## config.mk

```make
export PLATFORM = sky130hd
export DESIGN_NAME = nalu_start_code_scanner
export DESIGN_NICKNAME = d
export VERILOG_FILES = /design/src/rtl/nsc_pkg.sv /design/src/rtl/nsc_front.sv /design/src/rtl/nsc_queue.sv /design/src/rtl/nsc_back.sv /design/src/rtl/nalu_start_code_scanner.sv
export SDC_FILE = /design/constraint.sdc
export NUM_CORES = 1
export LEC_CHECK = 0
export ABC_AREA = 0
export BUFFER_PORTS_ARGS = -buffer_cell sky130_fd_sc_hd__clkbuf_2
export CORE_MARGIN = 3
export CORE_UTILIZATION = 55
export DETAILED_ROUTE_END_ITERATION = 10
export PLACE_DENSITY = 0.79
export SYNTH_ARGS = -nofsm -noshare
export SYNTH_HDL_FRONTEND = slang
export SYNTH_SLANG_ARGS = --single-unit
export TNS_END_PERCENT = 5
```

## constraint.sdc

```tcl
create_clock -name clk -period 5.55 [get_ports clk]
set_clock_uncertainty 0.05 [all_clocks]
set_input_delay 0.8325 -clock clk [delete_from_list [all_inputs] [get_ports clk]]
set_output_delay 0.8325 -clock clk [all_outputs]
set_load 0.05 [all_outputs]
```

## src/rtl/nsc_pkg.sv

```systemverilog
// Types and constants of the start code scanner.
`default_nettype none

package nsc_pkg;

    localparam int POS_W   = 24;   // byte position counter width (8..32)
    localparam int FIELD_W = 24;   // offset and length field width
    localparam int QDEPTH  = 4;    // front-to-back queue depth
    localparam int QPTR_W  = $clog2(QDEPTH);
    localparam int QCNT_W  = $clog2(QDEPTH + 1);

    localparam int SHORT_CODE_SIZE = 3;

    localparam logic [7:0] BYTE_ZERO = 8'h00;
    localparam logic [7:0] BYTE_ONE  = 8'h01;

    localparam logic [1:0] ZRUN_TWO  = 2'd2;
    localparam logic [1:0] ZRUN_MAX  = 2'd3;

    typedef logic [POS_W-1:0]   pos_t;
    typedef logic [FIELD_W-1:0] field_t;

    // One queued result: offsets plus the end position the length runs to.
    typedef struct packed {
        logic has_record;
        logic final_flag;
        pos_t code_offset;
        pos_t payload_offset;
        pos_t end_pos;
    } nsc_entry_t;

    // Zero-extend or truncate a position to the output field width.
    function automatic field_t to_field(input pos_t v);
        field_t r;
        r = '0;
        for (int i = 0; i < FIELD_W; i++) begin
            if (i < POS_W) begin
                r[i] = v[i];
            end
        end
        return r;
    endfunction

endpackage

`default_nettype wire

```

## src/rtl/nsc_front.sv

```systemverilog
// Front end: tracks position and zero run, detects start codes, queues results.
`default_nettype none

module nsc_front (
    input  wire logic               clk,
    input  wire logic               rst_n,
    input  wire logic               in_valid,
    output logic                    in_ready,
    input  wire logic [7:0]         data_byte,
    input  wire logic               last_byte,
    input  wire logic               q_space,
    output logic                    push,
    output nsc_pkg::nsc_entry_t     push_entry
);

    nsc_pkg::pos_t pos_reg, pos_next;
    logic [1:0]    zrun_reg, zrun_next;
    logic          pend_reg, pend_next;
    nsc_pkg::pos_t pcode_reg, pcode_next;
    nsc_pkg::pos_t ppay_reg, ppay_next;

    logic          accept;
    logic          start_hit;
    nsc_pkg::pos_t code_pos;
    nsc_pkg::pos_t pos_inc;

    assign in_ready = q_space;
    assign accept   = in_valid && q_space;
    assign pos_inc  = pos_reg + nsc_pkg::POS_W'(1);
    assign start_hit = (data_byte == nsc_pkg::BYTE_ONE) && (zrun_reg >= nsc_pkg::ZRUN_TWO);
    assign code_pos  = (zrun_reg == nsc_pkg::ZRUN_MAX)
                     ? pos_reg - nsc_pkg::POS_W'(nsc_pkg::SHORT_CODE_SIZE)
                     : pos_reg - nsc_pkg::POS_W'(nsc_pkg::SHORT_CODE_SIZE - 1);

    always_comb
    begin
        pos_next   = pos_reg;
        zrun_next  = zrun_reg;
        pend_next  = pend_reg;
        pcode_next = pcode_reg;
        ppay_next  = ppay_reg;
        push       = 1'b0;
        push_entry = '0;

        if (accept) begin
            if (last_byte) begin
                // Close the open record at the buffer end, then start over.
                push                 = 1'b1;
                push_entry.final_flag = 1'b1;
                if (pend_reg) begin
                    push_entry.has_record     = 1'b1;
                    push_entry.code_offset    = pcode_reg;
                    push_entry.payload_offset = ppay_reg;
                    push_entry.end_pos        = pos_inc;
                end
                pos_next   = '0;
                zrun_next  = '0;
                pend_next  = 1'b0;
                pcode_next = '0;
                ppay_next  = '0;
            end else begin
                if (start_hit) begin
                    if (pend_reg) begin
                        push                      = 1'b1;
                        push_entry.has_record     = 1'b1;
                        push_entry.code_offset    = pcode_reg;
                        push_entry.payload_offset = ppay_reg;
                        push_entry.end_pos        = code_pos;
                    end
                    pend_next  = 1'b1;
                    pcode_next = code_pos;
                    ppay_next  = pos_inc;
                end
                if (data_byte == nsc_pkg::BYTE_ZERO) begin
                    if (zrun_reg != nsc_pkg::ZRUN_MAX) begin
                        zrun_next = zrun_reg + 2'd1;
                    end
                end else begin
                    zrun_next = '0;
                end
                pos_next = pos_inc;
            end
        end
    end

    always_ff @(posedge clk or negedge rst_n)
    begin
        if (!rst_n) begin
            pos_reg   <= '0;
            zrun_reg  <= '0;
            pend_reg  <= 1'b0;
            pcode_reg <= '0;
            ppay_reg  <= '0;
        end else begin
            pos_reg   <= pos_next;
            zrun_reg  <= zrun_next;
            pend_reg  <= pend_next;
            pcode_reg <= pcode_next;
            ppay_reg  <= ppay_next;
        end
    end

endmodule

`default_nettype wire

```

## src/rtl/nsc_queue.sv

```systemverilog
// Short queue between the front end and the back end.
`default_nettype none

module nsc_queue (
    input  wire logic               clk,
    input  wire logic               rst_n,
    input  wire logic               push,
    input  wire nsc_pkg::nsc_entry_t push_entry,
    output logic                    space,
    input  wire logic               pop,
    output logic                    head_valid,
    output nsc_pkg::nsc_entry_t     head_entry
);

    nsc_pkg::nsc_entry_t           entry_reg [nsc_pkg::QDEPTH];
    logic [nsc_pkg::QPTR_W-1:0]    wr_ptr_reg, wr_ptr_next;
    logic [nsc_pkg::QPTR_W-1:0]    rd_ptr_reg, rd_ptr_next;
    logic [nsc_pkg::QCNT_W-1:0]    count_reg, count_next;

    assign space      = (count_reg != nsc_pkg::QCNT_W'(nsc_pkg::QDEPTH));
    assign head_valid = (count_reg != '0);
    assign head_entry = entry_reg[rd_ptr_reg];

    always_comb
    begin
        wr_ptr_next = push ? wr_ptr_reg + nsc_pkg::QPTR_W'(1) : wr_ptr_reg;
        rd_ptr_next = pop  ? rd_ptr_reg + nsc_pkg::QPTR_W'(1) : rd_ptr_reg;
        case ({push, pop})
            2'b10:   count_next = count_reg + nsc_pkg::QCNT_W'(1);
            2'b01:   count_next = count_reg - nsc_pkg::QCNT_W'(1);
            default: count_next = count_reg;
        endcase
    end

    always_ff @(posedge clk)
    begin
        if (push) begin
            entry_reg[wr_ptr_reg] <= push_entry;
        end
    end

    always_ff @(posedge clk or negedge rst_n)
    begin
        if (!rst_n) begin
            wr_ptr_reg <= '0;
            rd_ptr_reg <= '0;
            count_reg  <= '0;
        end else begin
            wr_ptr_reg <= wr_ptr_next;
            rd_ptr_reg <= rd_ptr_next;
            count_reg  <= count_next;
        end
    end

endmodule

`default_nettype wire

```

## src/rtl/nsc_back.sv

```systemverilog
// Back end: computes the payload length and holds the result register.
`default_nettype none

module nsc_back (
    input  wire logic                       clk,
    input  wire logic                       rst_n,
    input  wire logic                       head_valid,
    input  wire nsc_pkg::nsc_entry_t        head_entry,
    output logic                            pop,
    output logic                            out_valid,
    input  wire logic                       out_ready,
    output logic                            has_record,
    output logic [nsc_pkg::FIELD_W-1:0]     code_offset,
    output logic [nsc_pkg::FIELD_W-1:0]     payload_offset,
    output logic [nsc_pkg::FIELD_W-1:0]     payload_length,
    output logic                            final_result
);

    logic             valid_reg;
    logic             has_reg;
    logic             final_reg;
    nsc_pkg::field_t  code_reg;
    nsc_pkg::field_t  pay_reg;
    nsc_pkg::field_t  len_reg;
    nsc_pkg::pos_t    len_pos;

    // Load a new result whenever the register is empty or being drained.
    assign pop     = head_valid && (!valid_reg || out_ready);
    assign len_pos = head_entry.end_pos - head_entry.payload_offset;

    always_ff @(posedge clk or negedge rst_n)
    begin
        if (!rst_n) begin
            valid_reg <= 1'b0;
        end else if (pop) begin
            valid_reg <= 1'b1;
        end else if (out_ready) begin
            valid_reg <= 1'b0;
        end
    end

    always_ff @(posedge clk)
    begin
        if (pop) begin
            has_reg   <= head_entry.has_record;
            final_reg <= head_entry.final_flag;
            code_reg  <= nsc_pkg::to_field(head_entry.code_offset);
            pay_reg   <= nsc_pkg::to_field(head_entry.payload_offset);
            len_reg   <= nsc_pkg::to_field(len_pos);
        end
    end

    assign out_valid      = valid_reg;
    assign has_record     = has_reg;
    assign final_result   = final_reg;
    assign code_offset    = code_reg;
    assign payload_offset = pay_reg;
    assign payload_length = len_reg;

endmodule

`default_nettype wire

```

## src/rtl/nalu_start_code_scanner.sv

```systemverilog
// Top level of the H.264 Annex B start code scanner.
//
//  Channel | Signals                                   | Role
//  --------+-------------------------------------------+-------------------------
//  input   | in_valid, in_ready, data_byte, last_byte  | one stream byte per transaction
//  output  | out_valid, out_ready, has_record,         | one NAL unit record or final
//          | code_offset, payload_offset,              | result per transaction
//          | payload_length, final_result              |
//
// One byte is taken per cycle while in_ready is high. A result passes from the byte
// that causes it into the queue, then into the output register, where the payload
// length subtract sits.
// rst_n clears the position counter, zero run, open record and queue at once.
// A stalled output fills the four-entry queue; in_ready drops only while the
// queue is full, so bytes that cause no result still need a free slot.
`default_nettype none

module nalu_start_code_scanner (
    input  wire logic                       clk,
    input  wire logic                       rst_n,
    input  wire logic                       in_valid,
    output logic                            in_ready,
    input  wire logic [7:0]                 data_byte,
    input  wire logic                       last_byte,
    output logic                            out_valid,
    input  wire logic                       out_ready,
    output logic                            has_record,
    output logic [nsc_pkg::FIELD_W-1:0]     code_offset,
    output logic [nsc_pkg::FIELD_W-1:0]     payload_offset,
    output logic [nsc_pkg::FIELD_W-1:0]     payload_length,
    output logic                            final_result
);

    // Front to queue
    logic                push;
    nsc_pkg::nsc_entry_t push_entry;
    logic                q_space;

    // Queue to back
    logic                pop;
    logic                head_valid;
    nsc_pkg::nsc_entry_t head_entry;

    // Classify each byte: detect start codes, track the open record,
    // and emit a closed record or final result into the queue.
    nsc_front u_front (
        .clk        (clk),
        .rst_n      (rst_n),
        .in_valid   (in_valid),
        .in_ready   (in_ready),
        .data_byte  (data_byte),
        .last_byte  (last_byte),
        .q_space    (q_space),
        .push       (push),
        .push_entry (push_entry)
    );

    // Decouple the two sides so an output stall does not stop byte intake
    // until the queue fills.
    nsc_queue u_queue (
        .clk        (clk),
        .rst_n      (rst_n),
        .push       (push),
        .push_entry (push_entry),
        .space      (q_space),
        .pop        (pop),
        .head_valid (head_valid),
        .head_entry (head_entry)
    );

    // Finish each record: compute its length and hold it for the consumer.
    nsc_back u_back (
        .clk            (clk),
        .rst_n          (rst_n),
        .head_valid     (head_valid),
        .head_entry     (head_entry),
        .pop            (pop),
        .out_valid      (out_valid),
        .out_ready      (out_ready),
        .has_record     (has_record),
        .code_offset    (code_offset),
        .payload_offset (payload_offset),
        .payload_length (payload_length),
        .final_result   (final_result)
    );

endmodule

`default_nettype wire

```

* Word level (Yosys, flattened, before mapping) *
Memory sizes are Yosys's and may differ from the RTL's.
Index checks and enable logic that the tools add are counted.

operators by class
  add/subtract/negate cells = 9
  order comparisons = 1
  eq/ne operators = 7
  muxes and demuxes = 27
  reduce and logical (&&, ||, !) cells = 12

operator list
  kind                     number
  $mux W72                 4
  $mux W24                 6
  $mux W74                 1
  $sub A24 B2 Y24 const B  2
  $add A24 B1 Y24 const B  1
  $sub A24 B24 Y24         1
  $mux W1                  12
  $eq A8 B1 Y1 const B     1
  $logic_not A8 Y1         1
  $add A2 B1 Y2 const B    3
  $mux W2                  3
  $ne A3 B3 Y1 const B     2
  $pmux W3 S2              1
  $reduce_bool A2 Y1       3
  $eq A2 B2 Y1 const B     2
  $reduce_and A2 Y1        2
  $add A3 B1 Y3 const B    1
  $logic_and A1 B1 Y1      3
  $reduce_bool A3 Y1       1
  $sub A3 B1 Y3 const B    1
  $eq A2 B1 Y1 const B     1
  $ge A2 B2 Y1 const B     1
  $ne A2 B2 Y1 const B     1
  $logic_not A1 Y1         1
  $logic_or A1 B1 Y1       1

word-level totals
  register bits = 157
  memory bits (writable) = 296
  input bits = 13
  output and inout bits = 76
  word-level logic and storage cells = 71
  memories = 1

memory list
  memory             words  width  rd ports  clocked after Yosys merged registers in  write ports  line             RTL
  u_queue.entry_reg  4      74     1         0                                        1            nsc_queue.sv:15  nsc_pkg::nsc_entry_t entry_reg [nsc_pkg::QDEPTH];

* Logic depth before layout (Yosys ltp) *
Gate-level depths: netlist of the first run.

  depth after elaboration = 7
  gate-level depth with buffers = 14
  mapped depth without buffers = 13

* By module *
Synthesis of the first run repeated with hierarchy kept, for this count alone.

second synthesis, totals
  cell total of the unflattened synthesis = 1305
  area total of the unflattened synthesis = 19836.5 um^2

modules (own cells, without submodules)
  module     times used  cells an instance  area an instance (um^2)
  nsc_queue  1           423                11121.9
  nsc_front  1           601                5072.4
  nsc_back   1           281                3642.2

* Worst setup path after synthesis of the first run *
OpenSTA, ideal clock, no wires.

  path type = input to register
  start point = in out_ready
  end point = reg u_queue.count_reg[2] in the netlist's numbering
  setup time = 0.079 ns
  data arrival time = 6.069 ns
  data required time = 5.421 ns
  path slack = -0.648 ns
  stages on the path = 8
  path buffers = 0
  path through = inv_1 > a21oi_1 > ha_1 > inv_1 > fa_1 > xor2_1 > nor2_1 > xor2_1

between the ends
  longest elaborated chain between the ends = 4

RTL lines
  what                                                      line                           RTL
  start, declared                                           nalu_start_code_scanner.sv:26  input wire logic out_ready,
  $logic_or A1 B1 Y1 *                                      nsc_back.sv:28                 assign pop = head_valid && (!valid_reg || out_ready);
  $logic_and A1 B1 Y1 *                                     nsc_back.sv:28
  via pop                                                   nalu_start_code_scanner.sv:40  logic pop;
  $eq A2 B1 Y1 / $eq A2 B2 Y1 (equally long branches)       nsc_queue.sv:28                case ({push, pop})
  $pmux W3 S2 / $reduce_bool A2 Y1 (equally long branches)  --
  end signal, assigned                                      nsc_queue.sv:51                count_reg <= count_next;
  end, declared                                             nsc_queue.sv:18                logic [nsc_pkg::QCNT_W-1:0] count_reg, count_next;

Mark *: on every way through the listed nets, which the timed path passes. The rest lies on a longest branch.
A chain may end at the register's enable or synchronous reset.

==> summary.txt, run 1 <==
Setup path
  – FF-to-FF path depth: 10
  – Worst Setup End Kind: flop
  – Critical path class: reg -> reg
  – Critical Path AT: ~4.7 ns
  – CP Max Fanout: 27
  – Setup crit start kind: flop
  – Worst Path Required: just under 6 ns

Global routing
  – GRT Overall Usage: around a fifth
  – First-pass GRT wire length: 62,600 µm
  – Antenna violations before repair: 3
  – Grt total ovfl: 0
  – Pin count of the biggest net entering global routing: between 70 and 80
  – Vias in the first global route: roughly 11,000

Power and ir drop
  – Comb pwr share: between 30% and 40%
  – Switching share of power: 37.4%
  – Internal power: 7.67 mW
  – Reg power frac: between 30% and 40%
  – Switching power: approximately 4.6 mW
  – Static Leak: between 8 and 9 nW
  – VDD IR-drop max: between 0.0003 and 0.0004 V
  – Pwr Total: 12.3 mW
  – Pwr dens: around 570 mW/mm²
  – Clk pwr share: between 20% and 30%

Clock tree
  – CTS H-tree lvls: 2
  – Clock Tree Buf Depth: 3
  – Cts hold-fix bufs: 0
  – Clk root buf: clkbuf_16
  – Clock slew at reported path FFs: 0.06 ns
  – Post-CTS sizing: 0
  – CTS tree: done
  – Num CTS Buffers: 43
  – Clock latency on the worst-skew pair: 0.56 ns
  – Post-CTS setup buffer count: 0
  – Clk sinks: between 400 and 500

Detailed routing
  – Average wire per standard cell: 21.5 µm
  – Post-route DRC: 0
  – Pre-antenna DRT Iters: 5
  – Vias per cell: around 6
  – Detail Route Antenna Nets: 0
  – Final WL: 39,700 µm
  – Initial drt markers: roughly 1,100
  – Vias post-DR: 10,832

Floorplanning
  – Rows: between 60 and 70
  – Top Ports: 89
  – Initial core utilization: between 50 and 60%
  – DIE AREA: approximately 0.037 mm²
  – Core Area: around 0.034 mm²
  – Die W: about 190 µm
  – Die H: roughly 190 µm

Synthesis
  – Primary FF master, synth: edfxtp_1
  – Netlist cell types: 60
  – Register bit total from synthesis: 453
  – Yosys warning count: 0
  – Syn Nets: approximately 1,300
  – Syn Area/Cell: ~15 µm²
  – Synth top area cells: edfxtp_1 58%, dfrtp_1 11%, mux4_2 8.6%, ha_1 2.2%, o21ai_0 2.2%
  – Ys async rst share: 18.3%
  – Top cell type's share of synthesized area: 57.5%
  – Post-Syn Instances: about 1,300
  – Largest area contributor in the netlist: edfxtp_1
  – Netlist Area Pre-Place: ~0.019 mm²
  – Sequential area share after synthesis: roughly two thirds
  – Post-synth EDFFs: between 300 and 400

Place
  – HPWL Detailed: between 20,000 and 30,000 µm
  – IO buf count: 88
  – Placer Congestion: between 0.8 and 0.9

Run status
  – Status: finished clean

Layout
  – Most frequent cells in the layout: 370 x edfxtp_1, 110 x nand2_1, 87 x clkbuf_2
  – Fin nets: approximately 1,400
  – Register Area: roughly 0.013 mm²
  – Share of cells above drive strength 1: 19.3%
  – Area growth, synth to finish: 11.8%
  – Multi-input gate area: between 0.005 and 0.006 mm²
  – Most common cell after layout, fill and taps aside: edfxtp_1
  – Filler Cells Inserted: ~2,400
  – Ant. Diodes: 0
  – Max reg flops: ~300

Timing
  – Least-Margin Pin Slew: between 1 and 1.5 ns
  – RSZ-0062 raised after global routing: no
  – Setup Viol. Count Final: 0
  – Highest clock rate: between 0.2 and 0.25 GHz
  – Final Hold Fails: 0
  – Slew margin rel.: 23.2%
  – Slew Viols, Final: 0
  – Final Critical Period: roughly 4.5 ns
  – Final period util: between 80% and 90%
  – Final hold slack: approximately 0.21 ns
  – Setup TNS: 0 ns

Flow run
  – Max-Cap Viols: 0

Hold path
  – Worst hold path class: in -> async
-- stage by stage --
| step | area (µm²) | util, % | worst slack [ns] | std cells |
|---|---|---|---|---|
| 2_1_floorplan | 19300 | - | 1.17 | 1284 |
| 5_1_grt | 21600 | 63.4 | 0.783 | 1844 |
| 6_report | 21600 | 63.4 | 1.08 | 1844 |
| 3_5_place_dp | 20200 | 59.3 | 0.984 | 1764 |
| 3_3_place_gp | 20200 | 59.3 | 1.22 | 1764 |
| 4_1_cts | 21600 | 63.4 | 1.01 | 1844 |
-- area by class of cell --
cell class	instances	area share, %
well taps	448	2.60
clock buffers	68	5.97
flip-flops and latches	453	61.1
multi-input cells	712	26.3
clock inverters	12	0.481
inverters	46	0.800
repair buffers	105	2.70
-- per-layer routing --
layer	routed length (µm)	GRT usage (%)
met1	16800	30.1
met2	19600	34.8
met3	2410	3.83
met4	812	5.76
met5	37	0
-- critical path: stages (launching register included) --
cell and delay [ns]:
dfrtp_4 0.75, mux4_2 0.59, inv_1 0.07, ha_1 0.28, o211ai_1 0.20, a21oi_1 0.10, nor4_1 0.58, nor4_1 0.15
a2111oi_0 0.97, o21ai_0 0.26, xor2_1 0.19
-- final timing paths --
kind                                              to  slack (ns)                   from
hold reg to reg                u_front.pcode_reg[14]        0.42  u_front.pcode_reg[14]
setup / recovery           u_back.payload_length[21]        1.08  u_queue.rd_ptr_reg[0]
max in group asynchronous      u_queue.rd_ptr_reg[1]        4.21                  rst_n
hold / removal                   u_front.zrun_reg[1]        0.21                  rst_n
setup reg to reg           u_back.payload_length[21]        1.08  u_queue.rd_ptr_reg[0]
min in group clk                    u_back.out_valid        0.41              out_ready
-- cells in the mapped netlist (10+ instances only) --
master,n
xnor2_1,41
nor2_1,71
xor2_1,32
a21oi_1,44
nand2_1,110
o21ai_0,85
a211oi_1,10
inv_1,46
mux4_2,74
buf_1,13
nor3_1,15
edfxtp_1,370
and2_1,56
dfrtp_1,83
clkbuf_1,53
ha_1,34
-- power groups by stage --
stage | clock network, mW | registers, mW | logic, mW
2_1_floorplan | 0 | 5.66 | 2.69
5_1_grt | 3.01 | 4.75 | 5.13
4_1_cts | 2.88 | 4.70 | 4.78
3_5_place_dp | 0 | 4.77 | 4.75
6_report | 2.82 | 4.69 | 4.75
3_3_place_gp | 0 | 4.74 | 4.69
-- kinds of logic after synthesis --
kind of cell / share of synthesized area (%)
compound gates: 6.16
xor+xnor: 3.31
fa+ha+maj: 2.41
buf+inv: 2.42
flops: 68.3
mux: 9.16
simple gates: 8.25
Note: power is estimated with default switching activity, not from simulation.
==> run 2, diff against run 1 <==
==> constraint.sdc (replaced) <==
create_clock -name clk -period 3.6 [get_ports clk]
set_clock_uncertainty 0.05 [all_clocks]
set_input_delay 0.54 -clock clk [delete_from_list [all_inputs] [get_ports clk]]
set_output_delay 0.54 -clock clk [all_outputs]
set_load 0.05 [all_outputs]
==> summary.txt, run 2 (synthesized netlist as in run 1, its figures left out) <==
Run status
  – Status: finished clean

Clock tree
  – Clk root buf: clkbuf_16
  – Clk sinks: 453 (unchanged)
  – CTS H-tree lvls: 2 (unchanged)
  – Num CTS Buffers: 43 (unchanged)
  – Clock slew at reported path FFs: 0.06 ns (about the same)
  – Clock latency on the worst-skew pair: 0.56 ns (about the same)
  – Clock Tree Buf Depth: 3 (unchanged)
  – CTS tree: done

Power and ir drop
  – VDD IR-drop max: 0.000566 V (+43%)
  – Comb pwr share: 42.0% (+3.3 points)
  – Switching share of power: 37.2% (-0.24 points)
  – Reg power frac: 35.4% (-2.9 points)
  – Static Leak: 8.50 nW (+5.2%)
  – Internal power: 12.7 mW (+65%)
  – Pwr dens: 900 mW/mm² (+59%)
  – Switching power: 7.50 mW (+64%)
  – Clk pwr share: 22.6% (-0.4 points)

Setup path
  – Setup crit start kind: flop
  – Worst Setup End Kind: flop
  – Critical Path AT: 3.71 ns (-0.99 ns)
  – Critical path class: reg -> reg
  – Worst Path Required: 3.84 ns (-1.95 ns)
  – Reg2reg start: u_queue.rd_ptr_reg[0]
  – Critical path startpoint: u_queue.rd_ptr_reg[0]
  – CP Max Fanout: 6 (-78%)

Layout
  – Most frequent cells in the layout: 370 x edfxtp_1, 110 x nand2_1, 87 x clkbuf_2
  – Share of cells above drive strength 1: 24.2% (+4.9 points)
  – Most common cell after layout, fill and taps aside: edfxtp_1
  – Max reg flops: 296 (unchanged)
  – Ant. Diodes: 0 (unchanged)
  – Fin nets: 1,478 (+4.8%)
  – Area growth, synth to finish: 16.1%

Detailed routing
  – Final WL: 41,400 µm (+4.4%)
  – Pre-antenna DRT Iters: 5 (unchanged)
  – Initial drt markers: 1,109 (+1.6%)
  – Vias per cell: 5.99 (+1.9%)
  – Vias post-DR: 11,447 (+5.7%)
  – Average wire per standard cell: 21.7 µm (+0.66%)
  – Detail Route Antenna Nets: 0 (unchanged)
  – Post-route DRC: 0 (unchanged)

Global routing
  – First-pass GRT wire length: 65,600 µm (+4.8%)
  – Vias in the first global route: 11,466 (+4.5%)
  – Pin count of the biggest net entering global routing: 77 (unchanged)
  – Antenna violations before repair: 0 (-3)
  – GRT Overall Usage: 22.1% (+0.84 points)
  – Grt total ovfl: 0 (unchanged)

Floorplanning
  – Die H: 193 µm (unchanged)
  – Die W: 193 µm (unchanged)
  – Initial core utilization: 56.7% (unchanged)
  – Top Ports: 89 (unchanged)
  – DIE AREA: 0.0374 mm² (unchanged)
  – Core Area: 0.0340 mm² (unchanged)
  – Rows: 67 (unchanged)

Hold path
  – Min-Delay Startpoint: out_ready
  – Worst hold path class: in -> reg

Timing
  – Final Critical Period: 3.48 ns (-0.993 ns)
  – Highest clock rate: 0.288 GHz (+29%)
  – Final hold slack: 0.139 ns (-0.0718 ns)
  – Final Hold Fails: 0 (unchanged)
  – Final worst setup slack: 0.124 ns (-0.957 ns)
  – Final period util: 96.6% (+16 points)
  – Setup Viol. Count Final: 0 (unchanged)
  – Least-Margin Pin Slew: 1.29 ns (+0.171 ns)
  – Slew margin rel.: 13.7% (-9.5 points)
  – Slew Viols, Final: 0 (unchanged)

Flow run
  – Max-Cap Viols: 0 (unchanged)

Place
  – Place WS: -0.559 ns (-1.54 ns)
  – IO buf count: 88 (unchanged)
  – Placer Congestion: 0.870 (+0.62%)
  – HPWL Detailed: 26,600 µm (+5.1%)
-- run 2: cell count changes in the layout (fill, tap and decap cells not counted), sizes merged --
cell / before / now
bufinv: 0 / 3
inv: 47 / 49
buf: 18 / 85
clkinvlp: 1 / 3
clkbuf: 155 / 148
dlygate4sd3: 0 / 1
-- run 2: power groups by stage --
stage / registers [mW] / clock network, mW / logic, mW
after floorplan: 8.71 / 0 / 4.15
after global placement: 7.22 / 0 / 7.79
after detailed placement: 7.26 / 0 / 7.96
after CTS: 7.15 / 4.63 / 8.24
after global routing: 7.21 / 4.87 / 9.07
final: 7.14 / 4.57 / 8.47
-- run 2: path summary, 6_finish.rpt --
check	slack, ns	depth (start not counted)	to
setup / recovery	0.12	11	u_back.payload_length[22]
hold / removal	0.14	2	u_back.out_valid
setup reg to reg	0.12	11	u_back.payload_length[22]
hold reg to reg	0.43	2	u_front.ppay_reg[19]
max in group asynchronous	2.19	3	u_front.pcode_reg[18]
min in group asynchronous	0.48	2	u_front.pos_reg[7]
-- run 2: worst max-delay path, stage by stage (launching register included) --
cell       delay [ns]
dfrtp_4          0.47
buf_4            0.14
mux4_2           0.53
ha_1             0.25
fa_1             0.41
nor2b_2          0.16
o2111ai_2        0.18
a2111oi_4        0.36
nor2_2           0.14
a31oi_4          0.27
a221oi_2         0.10
xnor2_1          0.14
-- run 2: repair_timing --
action,CTS,global route
setup buffers,2,5
resized for setup,18,12
endpoints found under the setup margin,9,9
endpoints found under the hold margin,39,0
hold buffers,1,0
pin swaps,4,3
-- run 2: area by class of cell --
type | count | area (µm²)
clock buffers | 61 | 1260
clock inverters | 19 | 198
fillers | 2274 | 11600
inverters | 46 | 173
multi-input cells | 712 | 5800
flip-flops and latches | 453 | 13200
well taps | 448 | 561
repair buffers | 173 | 1230
-- run 2: metrics by stage --
| stage | instances | setup TNS, ns | area [µm²] | utilization, % | total power, mW |
|---|---|---|---|---|---|
| after floorplan | 1284 | -70.61 | 19300 | - | 12.9 |
| final | 1912 | 0 | 22400 | 65.9 | 20.2 |
| after detailed placement | 1826 | -1.86 | 20800 | 61.0 | 15.2 |
| after global routing | 1912 | -0.0259 | 22400 | 65.9 | 21.1 |
| after CTS | 1908 | -0.0117 | 22300 | 65.6 | 20.0 |
| after global placement | 1826 | -0.952 | 20800 | 61.0 | 15.0 |
-- run 2: layer usage --
metal  GRT usage (%)  part of all wire, %
met5               0                    0
met2            36.6                   51
met3            3.25                  6.3
met1            30.9                   41
met4            6.75                  2.4
==> run 3, diff against run 2 <==
--- a/config.mk
+++ b/config.mk
@@ -11,6 +11,7 @@
 export CORE_UTILIZATION = 55
 export DETAILED_ROUTE_END_ITERATION = 10
 export PLACE_DENSITY = 0.79
+export RECOVER_POWER = 25
 export SYNTH_ARGS = -nofsm -noshare
 export SYNTH_HDL_FRONTEND = slang
 export SYNTH_SLANG_ARGS = --single-unit
==> summary.txt, run 3 (synthesized netlist as in run 1, its figures left out) <==
Clock tree
  – Num CTS Buffers: 43 (unchanged)
  – Clock latency on the worst-skew pair: 0.56 ns (about the same)
  – Clock slew at reported path FFs: 0.06 ns (about the same)
  – Clk root buf: clkbuf_16
  – Clk sinks: 453 (unchanged)
  – CTS tree: done
  – CTS H-tree lvls: 2 (unchanged)
  – Clock Tree Buf Depth: 3 (unchanged)

Power and ir drop
  – Internal power: 12.7 mW (about the same)
  – Switching share of power: 37.2% (about the same)
  – Switching power: 7.50 mW (about the same)
  – Pwr dens: 900 mW/mm² (about the same)
  – Clk pwr share: 22.6% (about the same)
  – Comb pwr share: 42.0% (about the same)
  – Static Leak: 8.50 nW (about the same)
  – VDD IR-drop max: 0.000566 V (about the same)
  – Reg power frac: 35.4% (about the same)

Floorplanning
  – Rows: 67 (unchanged)
  – Core Area: 0.0340 mm² (unchanged)
  – Die W: 193 µm (unchanged)
  – Top Ports: 89 (unchanged)
  – Die H: 193 µm (unchanged)
  – DIE AREA: 0.0374 mm² (unchanged)
  – Initial core utilization: 56.7% (unchanged)

Layout
  – Finished Layout Cells: 1,912 (unchanged)
  – Share of cells above drive strength 1: 24.1% (-0.068 points)
  – Filler Cells Inserted: 2,276 (+0.088%)
  – Most common cell after layout, fill and taps aside: edfxtp_1
  – Most frequent cells in the layout: 370 x edfxtp_1, 110 x nand2_1, 87 x clkbuf_2
  – Ant. Diodes: 0 (unchanged)
  – Max reg flops: 296 (unchanged)
  – Multi-input gate area: 0.00580 mm² (unchanged)
  – Register Area: 0.0132 mm² (unchanged)
  – Fin nets: 1,478 (unchanged)
  – Area growth, synth to finish: 16.1% (about the same)
  – Post-layout util: 65.9% (about the same)

Setup path
  – Setup crit start kind: flop
  – Critical path startpoint: u_queue.rd_ptr_reg[0]
  – Delay-heaviest family, CP: compound AO/OA/AOI/OAI gates
  – Critical path class: reg -> reg
  – Worst Setup End Kind: flop
  – CP max stage cell: mux4_2
  – CP max stage delay: 0.53 ns (about the same)
  – Reg2reg start: u_queue.rd_ptr_reg[0]
  – Buf/Inv on CP: 1 (unchanged)
  – Worst Path Required: 3.84 ns (about the same)
  – CP Max Fanout: 6 (unchanged)
  – Critical Path AT: 3.72 ns (about the same)
  – Crit path cell chain: buf_4 > mux4_2 > ha_1 > fa_1 > nor2b_2 > o2111ai_2 > a2111oi_4 > nor2_2 > a31oi_4 > a221oi_2 > xnor2_1

Hold path
  – Min-Delay Startpoint: out_ready
  – Worst hold path class: in -> reg

Timing
  – Setup Viol. Count Final: 0 (unchanged)
  – Slew Viols, Final: 0 (unchanged)
  – Least-Margin Pin Slew: 1.29 ns (-0.00136 ns)
  – Final Critical Period: 3.48 ns (+0.00440 ns)
  – Setup TNS: 0 ns (unchanged)
  – Final period util: 96.7% (+0.12 points)
  – Highest clock rate: 0.287 GHz (-0.13%)
  – Final Hold Fails: 0 (unchanged)
  – Slew margin rel.: 13.8% (+0.090 points)

Global routing
  – First-pass GRT wire length: 65,600 µm (unchanged)
  – Grt total ovfl: 0 (unchanged)
  – Pin count of the biggest net entering global routing: 77 (unchanged)
  – GRT Overall Usage: 22.1% (unchanged)
  – Antenna violations before repair: 0 (unchanged)
  – Vias in the first global route: 11,466 (unchanged)

Place
  – IO buf count: 88 (unchanged)
  – Placer Congestion: 0.870 (unchanged)
  – HPWL Detailed: 26,600 µm (unchanged)
  – Dpl cells: 1,826 (unchanged)

Detailed routing
  – Vias post-DR: 11,446 (-0.0087%)
  – Pre-antenna DRT Iters: 5 (unchanged)
  – Initial drt markers: 1,108 (-0.090%)
  – Detail Route Antenna Nets: 0 (unchanged)
  – Vias per cell: 5.99 (about the same)
  – Average wire per standard cell: 21.7 µm (about the same)
  – Post-route DRC: 0 (unchanged)
  – Final WL: 41,400 µm (about the same)

Flow run
  – Max-Cap Viols: 0 (unchanged)

Run status
  – Status: finished clean
[run 3: changes by cell type in the layout (fill, tap and decap cells not counted), sizes merged]
cell | before | now
clkbuf | 148 | 149
buf | 85 | 84
[run 3: area by class of cell]
class                      count  share of cell area (%)
tap                          448                    2.50
sequential                   453                    58.9
clock buffer                  61                    5.60
multi-input combinational    712                    25.9
inverter                      46                   0.770
timing repair buffer         173                    5.49
clock inverter                19                   0.882
[run 3: worst paths after layout]
check | cells past startpoint | slack, ns | endpoint
max reg2reg | 11 | 0.12 | u_back.payload_length[22]
min | 2 | 0.14 | u_back.out_valid
min reg2reg | 2 | 0.43 | u_front.ppay_reg[19]
max in group asynchronous | 3 | 1.95 | u_front.pos_reg[8]
min in group asynchronous | 2 | 0.48 | u_front.pos_reg[7]
max | 11 | 0.12 | u_back.payload_length[22]
[run 3: layer usage]
| metal | global-route usage, % | part of all wire (%) |
|---|---|---|
| met5 | 0 | 0 |
| met4 | 6.75 | 2.4 |
| met1 | 30.9 | 41 |
| met2 | 36.6 | 51 |
| met3 | 3.25 | 5.9 |
[run 3: power groups by stage]
stage | Sequential (mW) | Clock, mW | Combinational (mW)
final | 7.14 | 4.57 | 8.47
after global routing | 7.21 | 4.87 | 9.07
after CTS | 7.15 | 4.63 | 8.24
after detailed placement | 7.26 | 0 | 7.96
after global placement | 7.22 | 0 | 7.79
after floorplan | 8.71 | 0 | 4.15
[run 3: metrics by stage]
step,hold slack (ns),instance area [µm²],power [mW],setup WS (ns)
global placement,0.405,20800,15.0,-0.369
CTS,0.131,22300,20.0,-0.0117
global route,0.140,22400,21.1,-0.0185
detailed placement,0.413,20800,15.2,-0.559
finish,0.139,22400,20.2,0.120
floorplan,0.194,19300,12.9,-0.641
[run 3: worst reg2reg max path, stage by stage (launching register included)]
cell	delay, ns
dfrtp_4	0.47
buf_4	0.14
mux4_2	0.53
ha_1	0.25
fa_1	0.41
nor2b_2	0.16
o2111ai_2	0.18
a2111oi_4	0.36
nor2_2	0.14
a31oi_4	0.28
a221oi_2	0.10
xnor2_1	0.14
[run 3: timing repair]
item                       in CTS  in global routing
buffers inserted                2                  5
hold endpoints to repair       39                  0
pin swaps                       4                  3
resized for setup              18                 12
setup endpoints to repair       9                  9
hold buffers                    1                  0
